==> src/hdl/wrsd_pkg.sv <==
`timescale 1ns / 1ps
`default_nettype none
// ----------------------------------------------------------------------------
// wrsd_pkg: shared types and constants of the windowed RMS silence detector
// Field widths, register indexes, reset values and the beat structs.
// ----------------------------------------------------------------------------
package wrsd_pkg;

    localparam int SAMPLE_BITS = 16;
    localparam int POS_BITS    = 32;
    localparam int WIN_BITS    = 16;

    localparam int THR_BITS    = 31;
    localparam int WLEN_BITS   = 16;
    localparam int MIN_BITS    = 32;
    localparam int OUT_BITS    = 32;

    // largest square is (2^(SAMPLE_BITS-1))^2
    localparam int SQ_BITS     = 2 * SAMPLE_BITS - 1;
    localparam int ENERGY_BITS = SQ_BITS + WIN_BITS;
    localparam int PROD_BITS   = THR_BITS + WIN_BITS;
    localparam int CMP_BITS    = (ENERGY_BITS > PROD_BITS) ? ENERGY_BITS : PROD_BITS;
    localparam int LEN_BITS    = (POS_BITS > MIN_BITS) ? POS_BITS : MIN_BITS;
    localparam int WCMP_BITS   = (WIN_BITS > WLEN_BITS) ? WIN_BITS : WLEN_BITS;

    // output queue
    localparam int OUTQ_DEPTH    = 4;
    localparam int OUTQ_PTR_BITS = $clog2(OUTQ_DEPTH);
    localparam int OUTQ_CNT_BITS = OUTQ_PTR_BITS + 1;

    localparam int CFG_IDX_BITS  = 2;
    localparam int CFG_DATA_BITS = 32;

    localparam logic [CFG_IDX_BITS-1:0] CFG_THRESHOLD_SQ    = 2'd0;
    localparam logic [CFG_IDX_BITS-1:0] CFG_WINDOW_LEN      = 2'd1;
    localparam logic [CFG_IDX_BITS-1:0] CFG_MIN_RUN_SAMPLES = 2'd2;

    localparam logic [THR_BITS-1:0]  RST_THRESHOLD_SQ    = 31'd1074;
    localparam logic [WLEN_BITS-1:0] RST_WINDOW_LEN      = 16'd2400;
    localparam logic [MIN_BITS-1:0]  RST_MIN_RUN_SAMPLES = 32'd24000;

    localparam logic KIND_RUN     = 1'b0;
    localparam logic KIND_SUMMARY = 1'b1;

    typedef struct packed {
        logic signed [SAMPLE_BITS-1:0] sample;
        logic                          last;
    } t_in;

    typedef struct packed {
        logic                kind;
        logic [OUT_BITS-1:0] run_start;
        logic [OUT_BITS-1:0] run_end;
        logic [OUT_BITS-1:0] leading_len;
        logic [OUT_BITS-1:0] trailing_len;
        logic                final_item;
    } t_out;

endpackage
`default_nettype wire

==> src/hdl/windowed_rms_silence_detector_unit.sv <==
`timescale 1ns / 1ps
`default_nettype none
// ----------------------------------------------------------------------------
// windowed_rms_silence_detector_unit: silent-run finder over windowed energy
// Sums squared samples per window, marks windows with mean square at or below
// threshold_sq as silent, merges silent windows into runs and reports runs of
// at least min_run_samples, plus a summary beat on the last sample.
// ----------------------------------------------------------------------------
// Takes one sample per clock while input ready is high. A sample moves through
// six register stages (input, square, accumulate, threshold product, compare,
// run tracking) and its result beats land in a four-entry output queue. A
// sample causes zero, one or two beats (a run report, then the summary on the
// last sample). Input ready drops only while more than two beats sit in the
// queue, i.e. while the consumer holds off. Configuration writes take effect at
// once and belong to idle periods.
module windowed_rms_silence_detector_unit (
    input  wire                                  i_clk,
    input  wire                                  i_rst_n,
    input  wire                                  i_cfg_wr_en,
    input  wire [wrsd_pkg::CFG_IDX_BITS-1:0]     i_cfg_index,
    input  wire [wrsd_pkg::CFG_DATA_BITS-1:0]    i_cfg_wdata,
    input  wire                                  i_in_valid,
    output logic                                 o_in_ready,
    input  wire wrsd_pkg::t_in                   i_in_data,
    output logic                                 o_out_valid,
    input  wire                                  i_out_ready,
    output wrsd_pkg::t_out                       o_out_data
);

    // configuration
    logic [wrsd_pkg::THR_BITS-1:0]  r_thr;
    logic [wrsd_pkg::WLEN_BITS-1:0] r_wlen;
    logic [wrsd_pkg::MIN_BITS-1:0]  r_min_run;

    always_ff @(posedge i_clk) begin
        if (!i_rst_n) begin
            r_thr     <= wrsd_pkg::RST_THRESHOLD_SQ;
            r_wlen    <= wrsd_pkg::RST_WINDOW_LEN;
            r_min_run <= wrsd_pkg::RST_MIN_RUN_SAMPLES;
        end else if (i_cfg_wr_en) begin
            case (i_cfg_index)
                wrsd_pkg::CFG_THRESHOLD_SQ:    r_thr     <= i_cfg_wdata[wrsd_pkg::THR_BITS-1:0];
                wrsd_pkg::CFG_WINDOW_LEN:      r_wlen    <= i_cfg_wdata[wrsd_pkg::WLEN_BITS-1:0];
                wrsd_pkg::CFG_MIN_RUN_SAMPLES: r_min_run <= i_cfg_wdata[wrsd_pkg::MIN_BITS-1:0];
                default: ;
            endcase
        end
    end

    // pipeline advance: whole pipe moves when the queue has room for two beats
    logic [wrsd_pkg::OUTQ_CNT_BITS-1:0] r_q_cnt;
    logic                               en;
    assign en         = (r_q_cnt <= wrsd_pkg::OUTQ_CNT_BITS'(wrsd_pkg::OUTQ_DEPTH - 2));
    assign o_in_ready = en;

    // stage 0: input register
    logic          r_v0;
    wrsd_pkg::t_in r_s0_in;

    // stage 1: square
    logic                                r_v1;
    logic [wrsd_pkg::SQ_BITS-1:0]        r_s1_sq;
    logic                                r_s1_last;
    logic signed [2*wrsd_pkg::SAMPLE_BITS-1:0] sq_full;

    assign sq_full = r_s0_in.sample * r_s0_in.sample;

    // stage 2: accumulate
    logic [wrsd_pkg::ENERGY_BITS-1:0] r_energy;
    logic [wrsd_pkg::WIN_BITS-1:0]    r_count;
    logic [wrsd_pkg::POS_BITS-1:0]    r_pos;

    logic [wrsd_pkg::ENERGY_BITS:0]   energy_sum;
    logic [wrsd_pkg::ENERGY_BITS-1:0] energy_acc;
    logic [wrsd_pkg::WIN_BITS-1:0]    count_inc;
    logic [wrsd_pkg::POS_BITS-1:0]    pos_inc;
    logic [wrsd_pkg::WLEN_BITS-1:0]   len_eff;
    logic                             flush;

    assign energy_sum = {1'b0, r_energy} + (wrsd_pkg::ENERGY_BITS + 1)'(r_s1_sq);
    assign energy_acc = energy_sum[wrsd_pkg::ENERGY_BITS] ? '1
                                                          : energy_sum[wrsd_pkg::ENERGY_BITS-1:0];
    assign count_inc  = (r_count == '1) ? r_count : r_count + 1'b1;
    assign pos_inc    = (r_pos == '1) ? r_pos : r_pos + 1'b1;
    assign len_eff    = (r_wlen == '0) ? wrsd_pkg::WLEN_BITS'(1) : r_wlen;
    // a saturated count also closes the window: lengths past it clamp to it
    assign flush      = (wrsd_pkg::WCMP_BITS'(count_inc) >= wrsd_pkg::WCMP_BITS'(len_eff))
                      || (count_inc == '1) || r_s1_last;

    logic                             r_v2;
    logic [wrsd_pkg::ENERGY_BITS-1:0] r_s2_energy;
    logic [wrsd_pkg::WIN_BITS-1:0]    r_s2_count;
    logic [wrsd_pkg::POS_BITS-1:0]    r_s2_pos;
    logic                             r_s2_flush;
    logic                             r_s2_last;

    // stage 3: threshold product and window start
    logic [wrsd_pkg::PROD_BITS-1:0]   prod;
    logic [wrsd_pkg::POS_BITS-1:0]    wstart;

    assign prod   = wrsd_pkg::PROD_BITS'(r_thr) * wrsd_pkg::PROD_BITS'(r_s2_count);
    assign wstart = (r_s2_pos >= wrsd_pkg::POS_BITS'(r_s2_count))
                  ? r_s2_pos - wrsd_pkg::POS_BITS'(r_s2_count) : '0;

    logic                             r_v3;
    logic [wrsd_pkg::ENERGY_BITS-1:0] r_s3_energy;
    logic [wrsd_pkg::PROD_BITS-1:0]   r_s3_prod;
    logic [wrsd_pkg::POS_BITS-1:0]    r_s3_pos;
    logic [wrsd_pkg::POS_BITS-1:0]    r_s3_wstart;
    logic                             r_s3_flush;
    logic                             r_s3_last;

    // stage 4: silence compare
    logic                             r_v4;
    logic                             r_s4_silent;
    logic [wrsd_pkg::POS_BITS-1:0]    r_s4_pos;
    logic [wrsd_pkg::POS_BITS-1:0]    r_s4_wstart;
    logic                             r_s4_flush;
    logic                             r_s4_last;

    // stage 5: run tracking
    logic                             r_run_open;
    logic [wrsd_pkg::POS_BITS-1:0]    r_open_start;
    logic                             r_first_done;
    logic [wrsd_pkg::POS_BITS-1:0]    r_leading;
    logic                             r_any_rep;
    logic [wrsd_pkg::POS_BITS-1:0]    r_last_start;
    logic [wrsd_pkg::POS_BITS-1:0]    r_last_end;

    logic                             close_mid;
    logic                             open_now;
    logic                             open_after;
    logic                             do_close;
    logic [wrsd_pkg::POS_BITS-1:0]    c_start;
    logic [wrsd_pkg::POS_BITS-1:0]    c_end;
    logic [wrsd_pkg::POS_BITS-1:0]    c_len;
    logic                             report;
    logic                             n_first_done;
    logic [wrsd_pkg::POS_BITS-1:0]    n_leading;
    logic                             n_any_rep;
    logic [wrsd_pkg::POS_BITS-1:0]    n_last_start;
    logic [wrsd_pkg::POS_BITS-1:0]    n_last_end;

    assign close_mid  = r_s4_flush && !r_s4_silent && r_run_open;
    assign open_now   = r_s4_flush && r_s4_silent && !r_run_open;
    assign open_after = r_run_open ? !close_mid : open_now;
    assign do_close   = close_mid || (r_s4_last && open_after);
    assign c_start    = r_run_open ? r_open_start : r_s4_wstart;
    assign c_end      = close_mid ? r_s4_wstart : r_s4_pos;
    assign c_len      = (c_end >= c_start) ? c_end - c_start : '0;
    assign report     = do_close
                      && (wrsd_pkg::LEN_BITS'(c_len) >= wrsd_pkg::LEN_BITS'(r_min_run));

    always_comb begin
        n_first_done = r_first_done;
        n_leading    = r_leading;
        n_any_rep    = r_any_rep;
        n_last_start = r_last_start;
        n_last_end   = r_last_end;
        if (report) begin
            n_any_rep    = 1'b1;
            n_last_start = c_start;
            n_last_end   = c_end;
            if (!r_first_done) begin
                n_first_done = 1'b1;
                n_leading    = (c_start == '0) ? c_end : '0;
            end
        end
    end

    logic                             r_v5;
    logic                             r_s5_rep;
    logic [wrsd_pkg::POS_BITS-1:0]    r_s5_start;
    logic [wrsd_pkg::POS_BITS-1:0]    r_s5_end;
    logic                             r_s5_last;
    logic [wrsd_pkg::POS_BITS-1:0]    r_s5_pos;
    logic [wrsd_pkg::POS_BITS-1:0]    r_s5_leading;
    logic                             r_s5_any;
    logic [wrsd_pkg::POS_BITS-1:0]    r_s5_lrs;
    logic [wrsd_pkg::POS_BITS-1:0]    r_s5_lre;

    // stage 6: beat assembly into the output queue
    logic [wrsd_pkg::POS_BITS-1:0]      trail;
    wrsd_pkg::t_out                     rep_beat;
    wrsd_pkg::t_out                     sum_beat;
    logic                               wr_rep;
    logic                               wr_sum;
    logic [wrsd_pkg::OUTQ_CNT_BITS-1:0] wr_num;
    logic                               pop;

    assign trail = (r_s5_any && r_s5_lre >= r_s5_pos) ? r_s5_pos - r_s5_lrs : '0;

    always_comb begin
        rep_beat              = '0;
        rep_beat.kind         = wrsd_pkg::KIND_RUN;
        rep_beat.run_start    = wrsd_pkg::OUT_BITS'(r_s5_start);
        rep_beat.run_end      = wrsd_pkg::OUT_BITS'(r_s5_end);
        sum_beat              = '0;
        sum_beat.kind         = wrsd_pkg::KIND_SUMMARY;
        sum_beat.run_end      = wrsd_pkg::OUT_BITS'(r_s5_pos);
        sum_beat.leading_len  = wrsd_pkg::OUT_BITS'(r_s5_leading);
        sum_beat.trailing_len = wrsd_pkg::OUT_BITS'(trail);
        sum_beat.final_item   = 1'b1;
    end

    assign wr_rep = en && r_v5 && r_s5_rep;
    assign wr_sum = en && r_v5 && r_s5_last;
    assign wr_num = wrsd_pkg::OUTQ_CNT_BITS'(wr_rep) + wrsd_pkg::OUTQ_CNT_BITS'(wr_sum);

    wrsd_pkg::t_out                     r_q_mem [wrsd_pkg::OUTQ_DEPTH];
    logic [wrsd_pkg::OUTQ_PTR_BITS-1:0] r_wr_ptr;
    logic [wrsd_pkg::OUTQ_PTR_BITS-1:0] r_rd_ptr;

    assign o_out_valid = (r_q_cnt != '0);
    assign o_out_data  = r_q_mem[r_rd_ptr];
    assign pop         = o_out_valid && i_out_ready;

    // control state
    always_ff @(posedge i_clk) begin
        if (!i_rst_n) begin
            r_v0         <= 1'b0;
            r_v1         <= 1'b0;
            r_v2         <= 1'b0;
            r_v3         <= 1'b0;
            r_v4         <= 1'b0;
            r_v5         <= 1'b0;
            r_energy     <= '0;
            r_count      <= '0;
            r_pos        <= '0;
            r_run_open   <= 1'b0;
            r_open_start <= '0;
            r_first_done <= 1'b0;
            r_leading    <= '0;
            r_any_rep    <= 1'b0;
            r_last_start <= '0;
            r_last_end   <= '0;
            r_q_cnt      <= '0;
            r_wr_ptr     <= '0;
            r_rd_ptr     <= '0;
        end else begin
            if (en) begin
                r_v0 <= i_in_valid;
                r_v1 <= r_v0;
                r_v2 <= r_v1;
                r_v3 <= r_v2;
                r_v4 <= r_v3;
                r_v5 <= r_v4;
            end
            if (en && r_v1) begin
                r_energy <= flush ? '0 : energy_acc;
                r_count  <= flush ? '0 : count_inc;
                r_pos    <= r_s1_last ? '0 : pos_inc;
            end
            if (en && r_v4) begin
                if (r_s4_last) begin
                    // range closed: next sample starts a new range
                    r_run_open   <= 1'b0;
                    r_open_start <= '0;
                    r_first_done <= 1'b0;
                    r_leading    <= '0;
                    r_any_rep    <= 1'b0;
                    r_last_start <= '0;
                    r_last_end   <= '0;
                end else begin
                    r_run_open   <= open_after;
                    r_open_start <= open_now ? r_s4_wstart : r_open_start;
                    r_first_done <= n_first_done;
                    r_leading    <= n_leading;
                    r_any_rep    <= n_any_rep;
                    r_last_start <= n_last_start;
                    r_last_end   <= n_last_end;
                end
            end
            r_q_cnt  <= r_q_cnt + wr_num - wrsd_pkg::OUTQ_CNT_BITS'(pop);
            r_wr_ptr <= r_wr_ptr + wrsd_pkg::OUTQ_PTR_BITS'(wr_num);
            if (pop) begin
                r_rd_ptr <= r_rd_ptr + 1'b1;
            end
        end
    end

    // payload
    always_ff @(posedge i_clk) begin
        if (en) begin
            r_s0_in      <= i_in_data;

            r_s1_sq      <= sq_full[wrsd_pkg::SQ_BITS-1:0];
            r_s1_last    <= r_s0_in.last;

            r_s2_energy  <= energy_acc;
            r_s2_count   <= count_inc;
            r_s2_pos     <= pos_inc;
            r_s2_flush   <= flush;
            r_s2_last    <= r_s1_last;

            r_s3_energy  <= r_s2_energy;
            r_s3_prod    <= prod;
            r_s3_pos     <= r_s2_pos;
            r_s3_wstart  <= wstart;
            r_s3_flush   <= r_s2_flush;
            r_s3_last    <= r_s2_last;

            r_s4_silent  <= (wrsd_pkg::CMP_BITS'(r_s3_energy) <= wrsd_pkg::CMP_BITS'(r_s3_prod));
            r_s4_pos     <= r_s3_pos;
            r_s4_wstart  <= r_s3_wstart;
            r_s4_flush   <= r_s3_flush;
            r_s4_last    <= r_s3_last;

            r_s5_rep     <= report;
            r_s5_start   <= c_start;
            r_s5_end     <= c_end;
            r_s5_last    <= r_s4_last;
            r_s5_pos     <= r_s4_pos;
            r_s5_leading <= n_leading;
            r_s5_any     <= n_any_rep;
            r_s5_lrs     <= n_last_start;
            r_s5_lre     <= n_last_end;
        end
        if (wr_rep) begin
            r_q_mem[r_wr_ptr] <= rep_beat;
        end
        if (wr_sum) begin
            r_q_mem[wr_rep ? r_wr_ptr + 1'b1 : r_wr_ptr] <= sum_beat;
        end
    end

endmodule
`default_nettype wire

==> config.mk <==
export PLATFORM = sky130hd
export DESIGN_NAME = windowed_rms_silence_detector_unit
export DESIGN_NICKNAME = d
export VERILOG_FILES = /design/src/hdl/wrsd_pkg.sv /design/src/hdl/windowed_rms_silence_detector_unit.sv
export SDC_FILE = /design/constraint.sdc
export NUM_CORES = 2
export LEC_CHECK = 0
export BUFFER_PORTS_ARGS = -buffer_cell sky130_fd_sc_hd__buf_2
export CAP_MARGIN = 20
export CORE_MARGIN = 5
export CORE_UTILIZATION = 50
export DETAILED_ROUTE_END_ITERATION = 8
export PLACE_DENSITY_LB_ADDON = 0.05
export SLEW_MARGIN = 10
export SYNTH_ARGS = -nofsm -noshare
export SYNTH_HDL_FRONTEND = slang
export SYNTH_SLANG_ARGS = --single-unit
==> constraint.sdc <==
create_clock -name i_clk -period 27.9 [get_ports i_clk]
set_input_delay 5.58 -clock i_clk [delete_from_list [all_inputs] [get_ports i_clk]]
set_output_delay 5.58 -clock i_clk [all_outputs]
set_load 0.005 [all_outputs]
# Word-level counts from Yosys, hierarchy flattened
# Memory sizes are Yosys's and may differ from the RTL's. A register that Yosys moved wholly into a read port is not among the register bits.
# Cells that the tools add are included.
# W data, S select, Z words.
[totals]
inputBits = 56
register_bits = 886
memories = 1
ramBits = 520
[op_classes]
mul = 2
n_eq_ne = 5
reduce_logical = 30
add_sub_neg = 12
n_lt_le_gt_ge = 7
muxes = 34
[memory_table]
columns = ["memory", "depth", "width", "read_ports", "rd_ports_with_merged_regs", "write_ports", "line_no", "source"]
rows = [
  ["r_q_mem", 4, 130, 1, 1, 2, "windowed_rms_silence_detector_unit.sv:210", "wrsd_pkg::t_out r_q_mem [wrsd_pkg::OUTQ_DEPTH];"],
]
[op_table]
columns = ["op", "n"]
rows = [
  ["$mux W32", 16],
  ["$ge A32 B32 Y1", 3],
  ["$mux W47", 2],
  ["$sub A32 B32 Y32", 2],
  ["$add A47 B31 Y48", 1],
  ["$mux W16", 3],
  ["$le A47 B47 Y1", 1],
  ["$mul A31 B16 Y47", 1],
  ["$add A32 B1 Y32 const B", 1],
  ["$eq A16 B16 Y1 const B", 2],
  ["$eq A32 B32 Y1 const B", 1],
  ["$ge A32 B16 Y1", 1],
  ["$logic_not A32 Y1", 1],
  ["$sub A32 B16 Y32", 1],
  ["$mul A16 B16 Y31", 1],
  ["$add A16 B1 Y16 const B", 1],
  ["$ge A16 B16 Y1", 1],
  ["$logic_not A16 Y1", 1],
  ["$logic_and A1 B1 Y1", 13],
  ["$mux W1", 10],
  ["$reduce_and A2 Y1", 5],
  ["$mux W2", 3],
  ["$add A2 B1 Y2 const B", 2],
  ["$reduce_bool A2 Y1", 2],
  ["11 further kinds", 15],
]

# Depth between registers and ports, before layout
[depth]
ltp_word = 10
mapped_depth = 31
mapped_depth_nobuf = 26

# Least setup slack after synthesis
# OpenSTA, ideal clock, no wires.
[synth_timing]
path_type = "reg-to-reg"
from = "register r_q_cnt[1] in the netlist's numbering"
to = "memory r_q_mem[3][10] in the netlist's numbering (enable)"
setup_slack_ns = 0.483
setup_ns = 0.683
path_stages_with_launch = 6
arrival_ns = 26.733
synth_period_minus_slack_ns = 27.417
path_cell_list = "dfxtp_1 a21o_1 inv_1 clkbuf_1 nand3_1 o21ai_0"
[synth_rtl]
columns = ["item", "line_no", "source"]
rows = [
  ["from (decl)", "windowed_rms_silence_detector_unit.sv:51", "logic [wrsd_pkg::OUTQ_CNT_BITS-1:0] r_q_cnt;"],
  ["from (signal assigned)", "windowed_rms_silence_detector_unit.sv:274", "r_q_cnt <= r_q_cnt + wr_num - wrsd_pkg::OUTQ_CNT_BITS'(pop);"],
  ["to (decl)", "windowed_rms_silence_detector_unit.sv:210", ""],
]

==> impl_metrics.toml <==
[logic_synthesis]
ys.flop_type = "edfxtp_1"
yosys_register_bits = 1403
synthArstFlopShare_pct = 0
ys_warn_count = 0
synth_most_common_cell = "nand2_1"
synthTopCellsByArea = "edfxtp_1 (32%), fa_1 (15%), dfxtp_1 (10%)"
synth_area_per_cell_sq_um = 10.5
ys_types = 84
syn_nets = 9509
synth_common_cells = "nand2_1 (1,307), inv_1 (1,040), edfxtp_1 (951), fa_1 (643), dfxtp_1 (452)"
netlist_instances = 8365
synth_edf_count = 951
synth.largest_area_cell = "edfxtp_1"
synth_top_cell_area_share_pct = 32.4
ys_seq_area_share_pct = 42.6
syn_area_sq_mm = 0.0882

[worst_hold_path]
hold_path.class = "reg2reg"
hold-path-cell-count = 0

[sta]
slew_viol_final = 0
final.setup.tns_ns = 0
worst_slew_pin_slew_ns = 1.21
min_period_ns = 10.08
setup_violations = 0
whs_ns = 0.405
hold_violations = 0
slew_headroom_pct = 18.4
skew_ns = 0.0386
rsz0062_at_grt = "no"
fmax_mhz = 99.2
period_share_pct = 36.1

[final_layout]
area_growth_pct = 9.66
n_antenna_cell = 0
nNetsFinal = 9546
drive_above_1_share_pct = 8.61

[clock_network]
postCtsSetupBuffers = 0
cts_hold_buffers = 0
ctsHtreeMaxLevel = 4
cts_tree = "yes"
cts_root_buf = "clkbuf_16"
clockBufferDepth = 3
clock_sinks = 1403
path_clk_slew_ns = 0.06
clock_latency_ns = 0.81
cts_buffers = 156
cts_resized = 0

[critical_path]
ff2ff_path_depth = 29
cpLargestDelayFamily = "buffers and inverters"
start_kind = "flip-flop"
cp_slowest_stage_delay_ns = 0.80
crit_chain = "buf_4 -> buf_4 -> buf_4 -> mux4_2 -> buf_2"
critical_path_required_ns = 22.32
slowest_stage = "buf_4"
cp_common_cell = "buf_4"
cp_max_fo = 45
worstPathArrival_ns = 4.50
path_buf_inv = 4
cp-end-kind = "output port"
path_class = "reg2out"
cp.depth = 5

[placement]
hpwl_um = 170000
port-buffer-count = 187
globalplace.congestion = 0.907

[floorplan]
start_util_pct = 50.2
core_sq_mm = 0.176
io_pins = 188
die_y_um = 430
die_area_sq_mm = 0.185
fp-row-count = 154
die_x_um = 430

[global_routing]
track_usage_pct = 25.6
grt_pass1_wl_um = 370000
antenna_found_initial = 1
overflow = 0
grt_max_degree = 171
grt_pass1_vias = 62411

[drt]
drtIter0Drc = 4120
avgRoutedWirePerCell_um = 21.8
post-route-drc-count = 0
drtAntennaViolNets = 0
wirelength_um = 237000
route.vias.total = 60893
first_pass_iters = 6
vias_per_cell = 5.60

[run_status]
status = "finished clean"

[flow_run]
max_cap_viol_count = 0
[cells by family after synthesis]
| group | count (synthesis) | synth area share, % |
|---|---|---|
| compound gates | 1456 | 10.6 |
| fa+ha+maj | 1088 | 20.9 |
| mux | 208 | 4.21 |
| xor+xnor | 223 | 2.21 |
| flops | 1403 | 42.6 |
| simple gates | 2533 | 13.3 |
| buf+inv | 1454 | 6.20 |
[per-stage QoR]
step           std cells  instance area, sq um  setup slack [ns]  utilization (%)
2_1_floorplan       8365                 88200             0.483                -
3_3_place_gp       10584                 91600             18.55             52.1
3_5_place_dp       10584                 91600             18.50             52.1
4_1_cts            10874                 96800             17.61             55.0
5_1_grt            10874                 96800             17.36             55.0
6_report           10874                 96800             17.82             55.0
[worst register-to-register path, delay by kind of cell, from the launching register on]
| kind | cells | cell delay [ns] |
|---|---|---|
| AOI/OAI and AO/OA | 16 | 4.34 |
| adders and majority gates | 3 | 0.96 |
| buffers and inverters | 6 | 2.37 |
| DFF | 1 | 0.31 |
| muxes | 1 | 0.68 |
| and+or+nand+nor | 3 | 0.46 |
[metal layers]
layer | track usage, % | up-vias | share of wire [%]
met5 | 0 | - | 0
met4 | 8.80 | 0 | 3.5
met3 | 2.90 | 346 | 4.1
met2 | 44.9 | 1416 | 51
met1 | 33.2 | 30795 | 42
li1 | - | 28336 | -
[cell type report]
class | count | area, sq um
fill | 15311 | 79100
multi-input combinational | 5508 | 45400
sequential | 1403 | 37600
clock buffer | 203 | 4190
inverter | 1041 | 3920
tap | 2340 | 2930
timing repair buffer | 292 | 1760
clock inverter | 87 | 1020
[layout by cell type, fill, tap and decap left out, types with 65 or more instances in the layout]
cell,n
mux2i_1,65
dfxtp_1,449
a21oi_1,340
edfxtp_1,951
nor2_1,313
xnor2_1,142
and2_1,413
a21o_1,145
o2bb2ai_1,100
xor2_1,81
a21boi_0,116
buf_4,103
mux4_2,129
o21ai_0,369
nand3_1,105
ha_1,445
clkbuf_16,157
buf_2,186
nor2b_1,84
fa_1,643
inv_1,1039
nand2_1,1297
[flip-flops by register name, indices dropped and copies added, names as in the netlist, 47 cells and up, named ones only]
name / cells
r_s2_energy: 47
r_q_mem: 516
r_energy: 47
r_s3_energy: 47
r_s3_prod: 47
[path summary, 6_finish.rpt]
path / start / to / slack [ns]
min reg2reg: r_s2_energy[18]$_DFFE_PN_ / r_s3_energy[18]$_DFFE_PN_ / 0.41
max reg2reg: r_run_open$_SDFFE_PN0P_ / r_leading[14]$_SDFFE_PN0P_ / 18.68
max: flip-flop / o_out_data[12] / 17.82
min: r_s2_energy[18]$_DFFE_PN_ / r_s3_energy[18]$_DFFE_PN_ / 0.41
Power is left out: the tool's default activity adds up to more than one toggle a clock period on the data nets, which glitch-free logic cannot reach.
